===== src/hw/rtl/bir_pkg.sv =====
package bir_pkg;

  // shared multiply-add unit operand widths
  localparam int MUL_A_W = 26;   // signed: 25-bit scale or 25-bit lerp delta
  localparam int MUL_B_W = 17;   // signed: 13-bit odd coordinate or 16-bit weight
  localparam int MAC_W   = 43;
  localparam int ADD_W   = 24;   // lerp base, shifted up by 16 before the add

  // Q16 and Q32 constants
  localparam logic [36:0] HALF_PIXEL_Q16 = 37'd32768;
  localparam logic [40:0] ROUND_Q32      = 41'd2147483648;

  // configuration register indexes
  localparam logic [2:0] CFG_SRC_COLS  = 3'd0;
  localparam logic [2:0] CFG_SRC_ROWS  = 3'd1;
  localparam logic [2:0] CFG_CHAN_CNT  = 3'd2;
  localparam logic [2:0] CFG_HSCALE    = 3'd3;
  localparam logic [2:0] CFG_VSCALE    = 3'd4;

  // request to the shared multiply-add unit: res = mul_a * mul_b + (addend << 16)
  typedef struct packed {
    logic signed [MUL_A_W-1:0] mul_a;
    logic signed [MUL_B_W-1:0] mul_b;
    logic [ADD_W-1:0]          addend;
  } mac_req_t;

endpackage


===== src/hw/rtl/bir_axis_map.sv =====
module bir_axis_map #(
  parameter int AXW = 8
) (
  input  logic [37:0]    prod,
  input  logic [AXW:0]   size,
  output logic [AXW-1:0] idx0,
  output logic [AXW-1:0] idx1,
  output logic [15:0]    wgt
);

  logic [36:0] half;
  logic [36:0] frac_coord;
  logic [20:0] idx;
  logic [AXW:0] last;
  logic [20:0] last_ext;
  logic        neg;
  logic        clip;
  logic [AXW:0] nxt;

  assign half       = prod[37:1];
  assign neg        = (half[36:15] == '0);
  assign frac_coord = half - bir_pkg::HALF_PIXEL_Q16;
  assign idx        = frac_coord[36:16];
  assign last       = size - (AXW+1)'(1);
  assign last_ext   = 21'(last);
  assign clip       = (idx >= last_ext);

  always_comb begin
    if (neg) begin
      idx0 = '0;
      wgt  = '0;
    end else if (clip) begin
      idx0 = last[AXW-1:0];
      wgt  = '0;
    end else begin
      idx0 = idx[AXW-1:0];
      wgt  = frac_coord[15:0];
    end
  end

  // neighbor clamps at the last column/row
  assign nxt  = {1'b0, idx0} + (AXW+1)'(1);
  assign idx1 = (nxt < size) ? nxt[AXW-1:0] : last[AXW-1:0];

endmodule


===== config.mk =====
export PLATFORM = sky130hd
export DESIGN_NAME = bir_axis_map
export DESIGN_NICKNAME = d
export VERILOG_FILES = /design/src/hw/rtl/bir_pkg.sv /design/src/hw/rtl/bir_axis_map.sv
export SDC_FILE = /design/constraint.sdc
export NUM_CORES = 1
export LEC_CHECK = 0
export ABC_CLOCK_PERIOD_IN_PS = 8000
export BUFFER_PORTS_ARGS = -buffer_cell sky130_fd_sc_hd__buf_2
export CORE_MARGIN = 5
export CORE_UTILIZATION = 43
export DETAILED_ROUTE_END_ITERATION = 8
export GPL_ROUTABILITY_DRIVEN = 0
export PLACE_DENSITY_LB_ADDON = 0.12
export SLEW_MARGIN = 20
export SYNTH_ARGS = -nofsm -noshare
export SYNTH_HDL_FRONTEND = slang
export SYNTH_SLANG_ARGS = --single-unit

===== constraint.sdc =====
create_clock -name vclk -period 8
set_clock_uncertainty 0.05 [all_clocks]
set_input_delay 0 -clock vclk [all_inputs]
set_output_delay 0 -clock vclk [all_outputs]
set_load 0.1 [all_outputs]

# Word level (Yosys, flattened, before mapping)
# Index checks and enable logic that the tools add are counted.
# Widths: inputs -> output; s select.
[totals] reg_bits=0 input_bits=47 out_inout_bits=32 word_cells=11
[op_classes] n_addsub=3 n_lt_le_gt_ge=2 mux=5 n_reduce_logical=1
[ops] op="$sub 37x16->37 const B" count=1
[ops] op="$mux 16" count=2
[ops] op="$mux 8" count=3
[ops] op="$logic_not 22->1" count=1
[ops] op="$ge 21x9->1" count=1
[ops] op="$add 8x1->9 const B" count=1
[ops] op="$lt 9x9->1" count=1
[ops] op="$sub 9x1->9 const B" count=1

# Logic depth before layout (Yosys ltp)
[depth] ltp_word=7 mapped_depth=28 depth_no_buf=26

# Worst setup path after synthesis
# Ideal clock, no wire load.
[synth_timing] kind="input-to-output" startpoint="input prod[16]" endpoint="output idx1[0]" arrival_time_ns=7.568 path_slack_ns=0.382 stages=25 cell_sequence="inv_1 ha_1 nor2b_1 and3_1 buf_2 xor2_1 ha_1 nand4_1 nor3_1 nand4b_1 nor4_2 and4_1 buf_6 mux2_2 nor2_1 ha_1 nand3b_1 or4_1 nor2_1 nor2_1 nor4_1 ha_1 nand3_1 o41ai_4 mux2i_1"
[synth_via] elab_chain_len=7
[synth_rtl] element="start, declared" line_no="bir_axis_map.sv:4" source="input logic [37:0] prod,"
[synth_rtl] element="$sub 37x16->37" line_no="bir_axis_map.sv:22" source="assign frac_coord = half - bir_pkg::HALF_PIXEL_Q16;"
[synth_rtl] element="$ge 21x9->1" line_no="bir_axis_map.sv:26" source="assign clip = (idx >= last_ext);"
[synth_rtl] element="$mux 8" line_no="bir_axis_map.sv:32" source="end else if (clip) begin"
[synth_rtl] element="$mux 8 *" line_no="bir_axis_map.sv:29" source="if (neg) begin"
[synth_rtl] element="named net idx0[0]" line_no="bir_axis_map.sv:6" source="output logic [AXW-1:0] idx0,"
[synth_rtl] element="$add 8x1->9 *" line_no="bir_axis_map.sv:42" source="assign nxt = {1'b0, idx0} + (AXW+1)'(1);"
[synth_rtl] element="$lt 9x9->1" line_no="bir_axis_map.sv:43" source="assign idx1 = (nxt < size) ? nxt[AXW-1:0] : last[AXW-1:0];"
[synth_rtl] element="$mux 8 *" line_no="bir_axis_map.sv:43"
[synth_rtl] element="end, declared" line_no="bir_axis_map.sv:7" source="output logic [AXW-1:0] idx1,"
# Mark *: on every way through the listed nets, which the timed path passes. The rest lies on a longest branch.

# Final worst setup path
[layout_timing] startpoint="input size[3]" endpoint="output idx1[2]"
[layout_via] elab_chain_len=7
[layout_rtl] element="start, declared" line_no="bir_axis_map.sv:5" source="input logic [AXW:0] size,"
[layout_rtl] element="$sub 9x1->9" line_no="bir_axis_map.sv:24" source="assign last = size - (AXW+1)'(1);"
[layout_rtl] element="$ge 21x9->1" line_no="bir_axis_map.sv:26"
[layout_rtl] element="$mux 8" line_no="bir_axis_map.sv:32"
[layout_rtl] element="$mux 8" line_no="bir_axis_map.sv:29"
[layout_rtl] element="$add 8x1->9" line_no="bir_axis_map.sv:42"
[layout_rtl] element="$lt 9x9->1" line_no="bir_axis_map.sv:43"
[layout_rtl] element="$mux 8 *" line_no="bir_axis_map.sv:43"
# Every way passes the cells marked *; elsewhere a longest branch is shown, timed or not.

==> results.cfg <==
[die]
initial_core_util_pct = 44.8
rows = 22
core-area_sq_mm = 0.00372
pin_count = 79
die-area_sq_mm = 0.00522
die_x_um = 72.2
die_y_um = 72.2

[layout]
synthToLayoutAreaGrowth_pct = 25.6
seq_area_sq_um = 0
antenna_cells = 0
seq_cell_count = 0
nClkBuffers = 0
finish.net_count = 378
drive_above_1_share_pct = 28.5

[global_route]
grt_remaining_overflow = 0
grt_usage_pct = 17.4
antenna_found_initial = 0
grt_max_degree = 27
grt_pass1_wl_um = 7820
grt_pass1_vias = 1766

[pwr]
powerDensity_mw_per_mm2 = 85.6
power_leakage_nw = 1.08
ir_drop_v = 0.0000916

[route]
totalWireLength_um = 4720
met3_length_um = 433
ant_nets = 0
first_pass_iters = 4
first_iter_violations = 116
routedWlPerCell_um = 13.2
via_per_inst = 5.34
drt-met1-wl_um = 2250
dr_wl_met2_um = 2040
via_count = 1906
maxUsedRoutingLayer = met3
drc = 0

[synthesis]
synth.avg_cell_area_sq_um = 7.06
seq_area_frac_synth_pct = 0
syn_inst = 236
syn-cell-area_sq_mm = 0.00167
synth_warnings = 0
ys_types = 48
syn_nets = 303

[cts]
post-cts-setup-buffers = 0
cts_resized = 0
ctsHoldBuffers = 0

[setup_path]
worst-path-max-fanout = 14
required_ps = 7950
crit_path_max_incr_delay_ps = 540
path_delay_family = simple AND/OR/NAND/NOR gates
arrival_ps = 6200
cp_slowest_cell = nor4_1
path_buf_inv = 3
critical_path_class = primary input to primary output
start_kind = primary input
endpoint_kind = primary output

[run]
max-cap-violations = 0

[sta]
slew_violations = 0
hold_viol_final = 0
rsz0062_at_grt = no
worst_slew_pin_slew_ps = 756
fmaxAchievable_mhz = 160
relSlewSlack_pct = 49.4
post-route-min-period_ps = 6250
setup_viol = 0
finalCritPeriodShare_pct = 78.1
setup_slack_ps = 1750
fin_setup_tns_ps = 0

[min_path]
hp-start = prod[14]
hp-class = primary input to primary output
hold_end = wgt[13]
min_path_cells = 3

[status]
status = complete, no violations

[place]
dpl_worst_slack_ps = 1850
port_buffers = 78
place_hpwl_um = 4090
power breakdown:
| group | switching, mW | total [mW] | internal [mW] | leakage (nW) |
|---|---|---|---|---|
| sequential | 0 | 0 | 0 | 0 |
| clock | 0 | 0 | 0 | 0 |
| combinational | 0.130 | 0.179 | 0.0490 | 1.08 |
metrics by stage:
stage / cell area, sq um / total power [mW] / hold WS, ps / instances / utilization [%]
after global placement: 2090 / 0.178 / 441 / 357 / 56.3
after global routing: 2090 / 0.193 / 453 / 357 / 56.3
after detailed placement: 2090 / 0.180 / 443 / 357 / 56.3
after floorplan: 1670 / 0.139 / 402 / 236 / -
final: 2090 / 0.179 / 441 / 357 / 56.3
after CTS: 2090 / 0.180 / 443 / 357 / 56.3
layer usage:
layer | vias up | global-route usage, %
met3 | 0 | 2.35
met4 | 0 | 0.835
met5 | - | 0
met2 | 68 | 29.3
li1 | 1006 | -
met1 | 832 | 24.6
worst max-delay path by stage:
| stage | start | end | slack, ps | cells after the start |
|---|---|---|---|---|
| final | size[3] | idx1[2] | 1750 | 26 |
| after global routing | size[3] | idx1[6] | 1220 | 24 |
| after CTS | size[3] | idx1[6] | 1820 | 23 |
| after detailed placement | size[3] | idx1[6] | 1850 | 23 |
| after global placement | prod[16] | idx1[4] | 1920 | 25 |
| after floorplan | prod[16] | idx1[0] | 380 | 25 |
placed cells by master (no fill, tap or decap), types with 2 or more instances in the layout:
| master | synthesis | routed |
|---|---|---|
| a21oi_1 | 5 | 5 |
| nand4_1 | 5 | 5 |
| ha_1 | 20 | 20 |
| xor2_1 | 12 | 12 |
| xnor2_1 | 13 | 13 |
| nor2b_1 | 4 | 4 |
| buf_2 | 1 | 78 |
| inv_1 | 19 | 19 |
| o21a_1 | 3 | 3 |
| and3_1 | 4 | 4 |
| nor3b_1 | 4 | 4 |
| or3_1 | 4 | 4 |
| nor4_1 | 6 | 6 |
| and2_1 | 16 | 16 |
| and4_1 | 3 | 3 |
| a211o_1 | 2 | 2 |
| nand3_1 | 10 | 10 |
| o211a_1 | 4 | 4 |
| nand2_1 | 17 | 17 |
| nor2_1 | 22 | 22 |
| mux2i_1 | 12 | 12 |
| o21ai_0 | 8 | 8 |
| nand3b_1 | 2 | 2 |
| nand4b_1 | 3 | 3 |
| nor3_1 | 11 | 11 |
cell families after synthesis:
group	count (synthesis)	share of synthesized area (%)
and+or+nand+nor	120	42.3
AOI/OAI and AO/OA	32	14.6
xor gates and xnor gates	25	13.1
buffers and inverters	25	6.16
adders and majority gates	20	15.0
muxes	14	8.79
cells in the mapped netlist, types with 2 or more instances:
| cell | instances | share of area (%) |
|---|---|---|
| o211a_1 | 4 | 2.4 |
| o21ai_0 | 8 | 2.4 |
| o21a_1 | 3 | 1.4 |
| a211o_1 | 2 | 1.1 |
| nand4_1 | 5 | 1.9 |
| a21oi_1 | 5 | 1.5 |
| and2_1 | 16 | 6.0 |
| nor2b_1 | 4 | 1.5 |
| nor3_1 | 11 | 3.3 |
| nor2_1 | 22 | 5.0 |
| ha_1 | 20 | 15 |
| nor4_1 | 6 | 2.3 |
| clkbuf_1 | 4 | 0.90 |
| or3_1 | 4 | 1.5 |
| nand2_1 | 17 | 3.8 |
| and3_1 | 4 | 1.5 |
| nand3_1 | 10 | 3.0 |
| and4_1 | 3 | 1.6 |
| xor2_1 | 12 | 6.3 |
| nand3b_1 | 2 | 0.90 |
| mux2i_1 | 12 | 7.2 |
| nor3b_1 | 4 | 1.8 |
| xnor2_1 | 13 | 6.8 |
| nand4b_1 | 3 | 1.6 |
| inv_1 | 19 | 4.3 |
area by class of cell:
type	count	area [sq um]
multi-input combinational	211	1560
tap	48	60.1
timing repair buffer	79	398
inverter	19	71.3
fill	400	1620
Note: power is estimated with default switching activity, not from simulation.
