## src/hw/rtl/bir_pkg.sv

```systemverilog
package bir_pkg;

  // shared multiply-add unit operand widths
  localparam int MUL_A_W = 26;   // signed: 25-bit scale or 25-bit lerp delta
  localparam int MUL_B_W = 17;   // signed: 13-bit odd coordinate or 16-bit weight
  localparam int MAC_W   = 43;
  localparam int ADD_W   = 24;   // lerp base, shifted up by 16 before the add

  // Q16 and Q32 constants
  localparam logic [36:0] HALF_PIXEL_Q16 = 37'd32768;
  localparam logic [40:0] ROUND_Q32      = 41'd2147483648;

  // configuration register indexes
  localparam logic [2:0] CFG_SRC_COLS  = 3'd0;
  localparam logic [2:0] CFG_SRC_ROWS  = 3'd1;
  localparam logic [2:0] CFG_CHAN_CNT  = 3'd2;
  localparam logic [2:0] CFG_HSCALE    = 3'd3;
  localparam logic [2:0] CFG_VSCALE    = 3'd4;

  // request to the shared multiply-add unit: res = mul_a * mul_b + (addend << 16)
  typedef struct packed {
    logic signed [MUL_A_W-1:0] mul_a;
    logic signed [MUL_B_W-1:0] mul_b;
    logic [ADD_W-1:0]          addend;
  } mac_req_t;

endpackage

```

## src/hw/rtl/bir_mac.sv

```systemverilog
module bir_mac (
  input  bir_pkg::mac_req_t                 req,
  output logic signed [bir_pkg::MAC_W-1:0]  res
);

  logic signed [bir_pkg::MAC_W-1:0] prod;
  logic signed [bir_pkg::MAC_W-1:0] base;

  assign prod = req.mul_a * req.mul_b;
  assign base = $signed({3'b000, req.addend, 16'h0000});
  assign res  = prod + base;

endmodule

```

## config.mk

```make
export PLATFORM = sky130hd
export DESIGN_NAME = bir_mac
export DESIGN_NICKNAME = d
export VERILOG_FILES = /design/src/hw/rtl/bir_pkg.sv /design/src/hw/rtl/bir_mac.sv
export SDC_FILE = /design/constraint.sdc
export NUM_CORES = 1
export LEC_CHECK = 0
export BUFFER_PORTS_ARGS = -buffer_cell sky130_fd_sc_hd__buf_2
export CAP_MARGIN = 20
export CORE_MARGIN = 2
export CORE_UTILIZATION = 60
export DETAILED_ROUTE_END_ITERATION = 16
export PLACE_DENSITY_LB_ADDON = 0.1
export SYNTH_ARGS = -nofsm -noshare
export SYNTH_HDL_FRONTEND = slang
export SYNTH_SLANG_ARGS = --single-unit
```

## constraint.sdc

```tcl
create_clock -name vclk -period 11.1
set_input_delay 1.11 -clock vclk [all_inputs]
set_output_delay 1.11 -clock vclk [all_outputs]
set_load 0.01 [all_outputs]
```

======== Word level (Yosys, flattened, before mapping) ========
Cells that the tools add are included.
word-level totals
  register bits after elaboration ......... 0
  bits of input ports ..................... 67
  output and inout port bits .............. 43
  word-level logic and storage cells ...... 2
operators by class
  add/subtract/negate cells ............... 1
  multipliers ............................. 1
operators by type and width
  operator          count
  $add A43 B41 Y43  1
  $mul A26 B17 Y43  1

======== Depth between registers and ports, before layout ========
Gate-level depths: netlist of the first run.
  word-level depth ........................ 2
  gate-level depth with buffers ........... 24
  gate-level depth less buffers ........... 23

======== Worst setup path after synthesis of the first run ========
No wires, ideal clock.
  kind .................................... in2out
  start point ............................. input req[66] (netlist bit)
  end point ............................... output res[38] (netlist bit)
  arrival time ............................ 6.813 ns
  required time ........................... 9.990 ns
  slack ................................... 3.177 ns
  stages .................................. 24
  path buffers ............................ 1
  cell sequence ........................... clkbuf_1 nand2_1 inv_1 fa_1 inv_1 fa_1 inv_1 ha_1 inv_1 fa_1 inv_1 fa_1 inv_1 fa_1 inv_1 ha_1 and4_4 and3_4 a211oi_2 o21ai_2 a21oi_2 a21boi_2 or4_1 o2111ai_1
on the way
  cells in the longest elaborated chain, start to end .. 2
ends and longest elaborated chain
  element           line           source
  from (decl)       bir_mac.sv:2   input bir_pkg::mac_req_t req,
  $mul A26 B17 Y43  bir_mac.sv:9   assign prod = req.mul_a * req.mul_b;
  $add A43 B41 Y43  bir_mac.sv:11  assign res = prod + base;
  to (decl)         bir_mac.sv:3   output logic signed [bir_pkg::MAC_W-1:0] res
Every way passes these cells.

======== Worst setup path after layout of the first run ========
  start point ............................. input req[24] (netlist bit)
  end point ............................... output res[41] (netlist bit)
The elaborated chain is that of the path after synthesis.

==> key figures, run 1 <==
GRT
  – Global route total overflow: 0
  – Top Usage Layer GRT: met2
  – Wire length of the first global-routing pass: 70500 µm
  – Global-route total usage across every layer: 29.4%
  – Met2 capacity usage during global routing: 52.5%
  – Met1 track demand over resource in global routing: 38.2%
  – Number of global-route vias before repair: 14100
  – Largest net degree at the start of global routing: 27
  – Initial antenna violation count: 0
  – Met3 track utilization from global routing: 3.14%

Final layout
  – Number of filler instances in the final layout: 2453
  – Seq. cell area: 0 µm²
  – Number of flip-flops and latches: 0
  – Final layout net count: 2659
  – Ant. Diodes: 0
  – Area Overhead vs Synth: 4.49%
  – # clk buffers: 0
  – Fraction of layout cells with a size suffix above 1: 6.47%

Detailed routing
  – DR DRC count: 0
  – Routed Wire Length: 41500 µm
  – Routed length per instance: 17.5 µm
  – Count of vias placed by the detailed router: 12600
  – Antenna violation net count after detailed routing: 0
  – Initial drt markers: 486
  – Post-DR vias/cell: 5.29
  – Router iterations before antenna repair: 5

Setup path
  – Critical Path Slowest Stage Cell: nand2_1
  – Category of the critical setup timing path: in -> out
  – Crit path launch type: input port
  – Arrival time worst endpoint: 7970 ps
  – Type of element capturing the critical path: output pin
  – Most Frequent Cell on Critical Path: inv_1
  – Ordered cell list for the critical path: buf_2 > nand2_1 > inv_1 > fa_1 > inv_1 > fa_1 > inv_1 > ha_1 > inv_1 > fa_1 > inv_1 > fa_1 > inv_1 > fa_1 > inv_1 > ha_1 > and4_4 > nand2_1 > nor3_1 > nand4_1 > o2111ai_1 > nand2_1 > o311ai_1 > buf_2
  – Worst Path Required: 9990 ps
  – Max Fanout on Critical Path: 26
  – Largest incremental delay on the critical path: 690 ps

Logic synthesis
  – Number of warnings issued by yosys: 0
  – Top cell type's share of synthesized area: 54.1%
  – Leading cell type by number of instances after synthesis: inv_1
  – Cell area after synthesis: 17200 µm²
  – Average cell area after synthesis: 8.82 µm²
  – Sequential element share of the synthesized area: 0%
  – Area contributors post-synth: fa_1, inv_1, ha_1
  – Net count after synthesis: 2614
  – Biggest area consumer among synthesized cells: fa_1
  – Number of unique standard cell types used by synthesis: 53
  – Top cells by count, synth: inv_1, fa_1, nand2_1, and2_1, ha_1
  – Cell count after synthesis: 1950

Run status
  – Status: finished, final reports clean

STA
  – Final Hold Vio Count: 0
  – Setup repair after global routing missed its margin: false
  – Maximum operating frequency: 110 MHz
  – Slack of the critical path: 2020 ps
  – Worst slew margin relative to its limit: 38.4%
  – Setup tns final: 0 ps
  – Final period utilization: 81.8%
  – Transition at the pin with the smallest max-transition slack: 922 ps
  – Max Transition Viols Final: 0
  – Final-report setup violation count: 0
  – Time the final worst path needs with I/O delays and setup: 9080 ps

Clock tree
  – Post CTS Setup Buffer Count: 0
  – Resize count post-CTS: 0
  – Number of hold-repair buffers added at the cts stage: 0

Placed design
  – Number of port buffers: 110
  – Post-DP HPWL: 35000 µm
  – Worst slack at placement: 2040 ps
  – Routability congestion estimate from global placement: 0.860

Die
  – Total Die Area: 30000 µm²
  – Die height: 173 µm
  – Core region area: 28000 µm²
  – Effective utilization at floorplan: 61.4%
  – Rows: 61
  – Overall die width: 173 µm
  – I/O pin cnt: 110

Flow run
  – Max-cap viol count: 0

Hold path
  – Min-Delay Path Class: in -> out
## worst paths after layout
path | from | end | slack [ps] | cells after the start
min | req[41] | res[0] | 2770 | 3
max | req[24] | res[41] | 2020 | 24
## metal layers
metal	routed length [µm]	vias up
met5	0	-
met4	1310	0
met3	2380	98
met2	21300	378
met1	16500	6471
li1	-	5605
## metrics by stage
stage | cell area (µm²) | std cells | hold slack (ps) | utilization [%]
6_report | 18000 | 2371 | 2770 | 64.2
5_1_grt | 18000 | 2371 | 2800 | 64.2
3_3_place_gp | 18000 | 2371 | 2770 | 64.2
3_5_place_dp | 18000 | 2371 | 2780 | 64.2
4_1_cts | 18000 | 2371 | 2780 | 64.2
2_1_floorplan | 17200 | 1950 | 2370 | -
## placed cells by master (no fill, tap or decap), types with 2 or more instances in the layout
master / netlist / routed
o21ai_1: 4 / 4
and3_1: 4 / 4
xor2_1: 8 / 8
a2111oi_0: 4 / 4
xnor2_1: 35 / 35
ha_1: 132 / 132
fa_1: 465 / 465
nand4_1: 3 / 3
a211oi_2: 4 / 4
o21ai_0: 14 / 14
a211oi_1: 3 / 3
o21bai_1: 6 / 6
a21oi_2: 4 / 4
nand2_1: 246 / 246
a21oi_1: 32 / 32
nand3_1: 12 / 12
o211ai_1: 4 / 4
a31oi_1: 3 / 3
o2111ai_1: 3 / 3
and2_1: 193 / 193
inv_1: 612 / 612
nand3b_1: 2 / 2
nand2b_1: 7 / 7
a21o_1: 13 / 13
nor2_1: 37 / 37
o211ai_2: 2 / 2
nor3_1: 5 / 5
buf_2: 2 / 110
nor2b_1: 2 / 2
## kinds of logic after synthesis
kind of cell | after synthesis | share of synthesized area (%)
compound gates | 110 | 4.45
xor+xnor | 43 | 2.19
buf+inv | 680 | 14.8
fa+ha+maj | 597 | 63.7
simple gates | 520 | 14.8
## final cells by class
cell class | instances | area (µm²) | area share (%)
timing repair buffer | 111 | 558 | 3.10
inverter | 612 | 2300 | 12.8
tap | 378 | 473 | 2.63
multi-input combinational | 1270 | 14700 | 81.5
## critical path: cells and delay by family
kind                     cells  cell delay [ps]
adder cells (fa/ha/maj)      7             2930
buffers and inverters        9             1520
AO/OA/AOI/OAI                2              610
AND/OR/NAND/NOR              6             1790
Power of run 1 is left out: the tool's default activity adds up to more than one toggle a clock period on the data nets, which glitch-free logic cannot reach.
==> inputs of run 2 (changes only) <==
==> constraint.sdc (replaced) <==
create_clock -name vclk -period 9.29
set_input_delay 0.929 -clock vclk [all_inputs]
set_output_delay 0.929 -clock vclk [all_outputs]
set_load 0.01 [all_outputs]
==> run 2 against run 1 <==
Worst hold slack worse by 350 ps. Design area about the same. Clock-buffer cell count unchanged. Critical path depth down 2. Sequential share of layout area unchanged. Core utilization about the same. First-iteration DRC count up 23%. Setup slack worse by 1200 ps. Routed wire length about the same. Critical endpoint unchanged.
==> key figures, run 2 (synthesized netlist as in run 1, its figures left out) <==
Run status
  – Status: finished, final reports clean (unchanged)

STA
  – Worst hold slack after final layout: 2420 ps (was 2770 ps)
  – Worst slew margin relative to its limit: 40.8% (was 38.4%)
  – Setup tns final: 0 ps (unchanged)
  – Max Transition Viols Final: 0 (unchanged)
  – Transition at the pin with the smallest max-transition slack: 885 ps (was 922 ps)
  – Final-report setup violation count: 0 (unchanged)
  – Final period utilization: 91.2%
  – Final Hold Vio Count: 0 (unchanged)
  – Maximum operating frequency: 118 MHz
  – Slack of the critical path: 814 ps (was 2020 ps)
  – Time the final worst path needs with I/O delays and setup: 8480 ps
  – Setup repair after global routing missed its margin: false (unchanged)

Detailed routing
  – DR DRC count: 0 (unchanged)
  – Router iterations before antenna repair: 5 (unchanged)
  – Initial drt markers: 598 (was 486)
  – Post-DR vias/cell: 5.28 (was 5.29)
  – Antenna violation net count after detailed routing: 0 (unchanged)
  – Routed Wire Length: 41500 µm (about the same)
  – Routed length per instance: 17.5 µm (about the same)
  – Count of vias placed by the detailed router: 12500 (was 12600)

Final layout
  – Area Overhead vs Synth: 4.55% (was 4.49%)
  – Commonest cells after routing, fill and taps aside: inv_1, fa_1, nand2_1, and2_1, ha_1 (unchanged)
  – Number of flip-flops and latches: 0 (unchanged)
  – Non-filler cells, final: 2373 (was 2371)
  – Final layout net count: 2660 (was 2659)
  – # clk buffers: 0 (unchanged)
  – Seq. cell area: 0 µm² (unchanged)
  – Most frequent standard cell in the layout excluding fill and tap cells: inv_1 (unchanged)
  – Fraction of layout cells with a size suffix above 1: 6.52% (was 6.47%)

Setup path
  – Crit path launch type: input port (unchanged)
  – Type of element capturing the critical path: output pin (unchanged)
  – Arrival time worst endpoint: 7550 ps (was 7970 ps)
  – Category of the critical setup timing path: in -> out (unchanged)
  – Worst Path Required: 8360 ps (was 9990 ps)
  – Max Fanout on Critical Path: 26 (unchanged)

Flow run
  – Max-cap viol count: 0 (unchanged)

GRT
  – Largest net degree at the start of global routing: 27 (unchanged)
  – Global-route total usage across every layer: 29.4% (about the same)
  – Number of global-route vias before repair: 13900 (was 14100)
  – Initial antenna violation count: 0 (unchanged)
  – Wire length of the first global-routing pass: 70200 µm (was 70500 µm)
  – Global route total overflow: 0 (unchanged)

Placed design
  – Worst slack at placement: 779 ps (was 2040 ps)
  – Routability congestion estimate from global placement: 0.925 (was 0.860)
  – Number of port buffers: 110 (unchanged)
  – Post-DP HPWL: 34400 µm (was 35000 µm)
  – Cell count after placement: 2372 (was 2371)

Hold path
  – Min-Delay Path Class: in -> out (unchanged)

Die
  – I/O pin cnt: 110 (unchanged)
  – Overall die width: 173 µm (unchanged)
  – Core region area: 28000 µm² (unchanged)
  – Rows: 61 (unchanged)
  – Effective utilization at floorplan: 61.4% (unchanged)
  – Die height: 173 µm (unchanged)
  – Total Die Area: 30000 µm² (unchanged)

Clock tree
  – Post CTS Setup Buffer Count: 0 (unchanged)
  – Number of hold-repair buffers added at the cts stage: 0 (unchanged)
  – Resize count post-CTS: 0 (unchanged)
[run 2: cell types whose count changed in the layout (fill, tap and decap cells not counted), sizes merged]
cell / previous run / this run
buf: 111 / 112
diode: 0 / 1
[run 2: path summary, 6_finish.rpt]
check,from,endpoint,slack (ps),cells after the start
worst max-delay path,req[25],res[41],810,22
worst min-delay path,req[41],res[0],2420,3
[run 2: layer usage]
metal	wire length, µm	global-route usage (%)	up-vias
met5	0	0	-
met4	1310	7.56	0
met3	2260	2.28	88
met2	21600	53.9	383
met1	16300	37.7	6439
li1	-	-	5615
[run 2: worst max-delay path, cell delays in order]
cell,delay [ps]
buf_2,400
nand2_1,670
fa_1,710
fa_1,510
inv_1,40
ha_1,260
inv_1,50
fa_1,500
inv_1,50
fa_1,530
inv_1,50
fa_1,490
inv_1,50
ha_1,370
and4_4,270
nand2_1,70
nor3_1,450
nand4_1,160
o2111ai_1,350
nand2_1,150
o311ai_1,290
buf_2,170
[run 2: through the flow]
stage               cell area, µm²  util (%)
floorplan                    17200         -
global route                 18000      64.2
global placement             18000      64.2
detailed placement           18000      64.2
CTS                          18000      64.2
finish                       18000      64.2
[run 2: final cells by class]
class                      count  area [µm²]
multi-input combinational   1270       14700
fill                        2521       10000
inverter                     612        2300
timing repair buffer         112         566
tap                          378         473
antenna                        1        2.50
Power of run 2 is left out for the same reason.
==> inputs of run 3 (changes only) <==
==> constraint.sdc (replaced) <==
create_clock -name vclk -period 9.29
set_input_delay 2.787 -clock vclk [all_inputs]
set_output_delay 2.787 -clock vclk [all_outputs]
set_load 0.01 [all_outputs]
==> run 3 against run 2 <==
The flow now finishes with violations (setup timing). Critical path depth up 1. Non-clock buffer count is 313 higher. Final cell count grew 13%. Highest routed layer unchanged.
==> key figures, run 3 (synthesized netlist as in run 1, its figures left out) <==
Run status
  – Status: finished, violations left (was finished, final reports clean)
  – Violations in the final reports: setup timing

Final layout
  – Seq. cell area: 0 µm² (unchanged)
  – Ant. Diodes: 0 (was 1)
  – # clk buffers: 0 (unchanged)
  – Post-layout instance area: 22500 µm² (was 18000 µm²)
  – Final layout net count: 2973 (was 2660)
  – Fraction of layout cells with a size suffix above 1: 29.4% (was 6.52%)
  – Number of filler instances in the final layout: 1767 (was 2521)
  – Most frequent standard cell in the layout excluding fill and tap cells: inv_1 (unchanged)
  – Number of flip-flops and latches: 0 (unchanged)
  – Commonest cells after routing, fill and taps aside: inv_1, fa_1, buf_4, nand2_1, and2_1 (was inv_1, fa_1, nand2_1, and2_1, ha_1)
  – Area Overhead vs Synth: 30.5% (was 4.55%)

STA
  – Setup repair after global routing missed its margin: true (was false)
  – Time the final worst path needs with I/O delays and setup: 11460 ps (was 8480 ps)
  – Transition at the pin with the smallest max-transition slack: 413 ps (was 885 ps)
  – Final period utilization: 123% (was 91.2%)
  – Worst slew margin relative to its limit: 72.4% (was 40.8%)
  – Final-report setup violation count: 36 (was 0)
  – Final Hold Vio Count: 0 (unchanged)
  – Slack of the critical path: -2170 ps (was 814 ps)
  – Max Transition Viols Final: 0 (unchanged)
  – Maximum operating frequency: 87.2 MHz (was 118 MHz)

Setup path
  – Arrival time worst endpoint: 8680 ps (was 7550 ps)
  – Ordered cell list for the critical path: buf_12 > and2_4 > fa_1 > inv_2 > fa_2 > fa_2 > inv_2 > fa_2 > fa_1 > inv_1 > fa_1 > inv_2 > ha_4 > o21ai_1 > a21oi_2 > a221oi_4 > a21oi_4 > o211ai_2 > buf_6 > a21boi_4 > or4_4 > o2111ai_2 > buf_2 (was buf_2 > nand2_1 > fa_1 > fa_1 > inv_1 > ha_1 > inv_1 > fa_1 > inv_1 > fa_1 > inv_1 > fa_1 > inv_1 > ha_1 > and4_4 > nand2_1 > nor3_1 > nand4_1 > o2111ai_1 > nand2_1 > o311ai_1 > buf_2)
  – Worst path bufs/invs: 7 (unchanged)
  – Worst Path Required: 6500 ps (was 8360 ps)
  – Crit path launch type: input port (unchanged)
  – Max Fanout on Critical Path: 10 (was 26)
  – Category of the critical setup timing path: in -> out (unchanged)
  – Family of cells with the greatest summed delay on the critical path: adder cells (unchanged)
  – Type of element capturing the critical path: output pin (unchanged)
  – Critical Path Slowest Stage Cell: fa_1 (unchanged)
  – Largest incremental delay on the critical path: 560 ps (was 710 ps)

Die
  – Rows: 61 (unchanged)
  – Overall die width: 173 µm (unchanged)
  – Die height: 173 µm (unchanged)
  – Effective utilization at floorplan: 61.4% (unchanged)
  – Total Die Area: 30000 µm² (unchanged)
  – Core region area: 28000 µm² (unchanged)
  – I/O pin cnt: 110 (unchanged)

Detailed routing
  – Met3 wire length: 2760 µm (was 2260 µm)
  – Total routed wire length on the met1 layer: 17900 µm (was 16300 µm)
  – Routed length per instance: 17.5 µm (about the same)
  – Antenna violation net count after detailed routing: 0 (unchanged)
  – Detailed route wirelength on metal2: 24700 µm (was 21600 µm)
  – Post-DR vias/cell: 5.19 (was 5.28)
  – Routed Wire Length: 46900 µm (was 41500 µm)
  – DR DRC count: 0 (unchanged)
  – Initial drt markers: 646 (was 598)
  – Count of vias placed by the detailed router: 13900 (was 12500)
  – Router iterations before antenna repair: 5 (unchanged)
  – Top routing layer in use: met4 (unchanged)

Clock tree
  – Number of hold-repair buffers added at the cts stage: 0 (unchanged)

Placed design
  – Number of port buffers: 110 (unchanged)
  – Post-DP HPWL: 38400 µm (was 34400 µm)
  – Worst slack at placement: -2390 ps (was 779 ps)
  – Placed instance area: 20500 µm² (was 18000 µm²)
  – Routability congestion estimate from global placement: 0.883 (was 0.925)

GRT
  – Initial antenna violation count: 0 (unchanged)
  – Largest net degree at the start of global routing: 19 (was 27)
  – Global-route total usage across every layer: 32.7% (was 29.4%)
  – Wire length of the first global-routing pass: 78900 µm (was 70200 µm)
  – Global route total overflow: 0 (unchanged)
  – Number of global-route vias before repair: 16000 (was 13900)

Flow run
  – Max-cap viol count: 0 (unchanged)

Hold path
  – Min-Delay Path Class: in -> out (unchanged)
## run 3: cell types whose count changed in the layout (fill, tap and decap cells not counted), moves of 22 or more
cell     delta
fa_2       +37
nand2_1    -22
ha_4       +27
and2_4     +30
buf_2      -35
and2_1     -31
buf_6      +62
inv_1      -38
ha_1       -31
inv_2      +37
buf_4     +242
buf_12     +31
fa_1       -37
## run 3: area by class of cell
type                       count  area, µm²  area share (%)
tap                          378        473            2.11
inverter                     612       2300            10.2
timing repair buffer         425       3760            16.7
multi-input combinational   1270      15900            70.9
## run 3: worst paths after layout
check / from / end / cells past startpoint
max: req[48] / res[38] / 23
min: req[41] / res[0] / 5
## run 3: repair_timing
item	in CTS	in global routing
gates cloned	2	1
setup buffers	47	29
pin swaps	96	86
endpoints found under the setup margin	37	36
resized for setup	240	115
## run 3: metrics by stage
stage | util, % | hold WS, ps | cells | TNS (ps)
floorplan | - | 5720 | 1950 | -34700
global placement | 73.3 | 6230 | 2619 | -58640
detailed placement | 73.3 | 6230 | 2619 | -60680
CTS | 78.1 | 6150 | 2666 | -54100
global route | 80.2 | 6170 | 2685 | -63590
finish | 80.2 | 6140 | 2685 | -57960
## run 3: routing by layer
metal / up-vias / track usage [%]
li1: 6241 / -
met1: 7095 / 41.7
met2: 491 / 60.0
met3: 113 / 2.61
met4: 0 / 8.93
met5: - / 0
Power of run 3 is left out for the same reason.
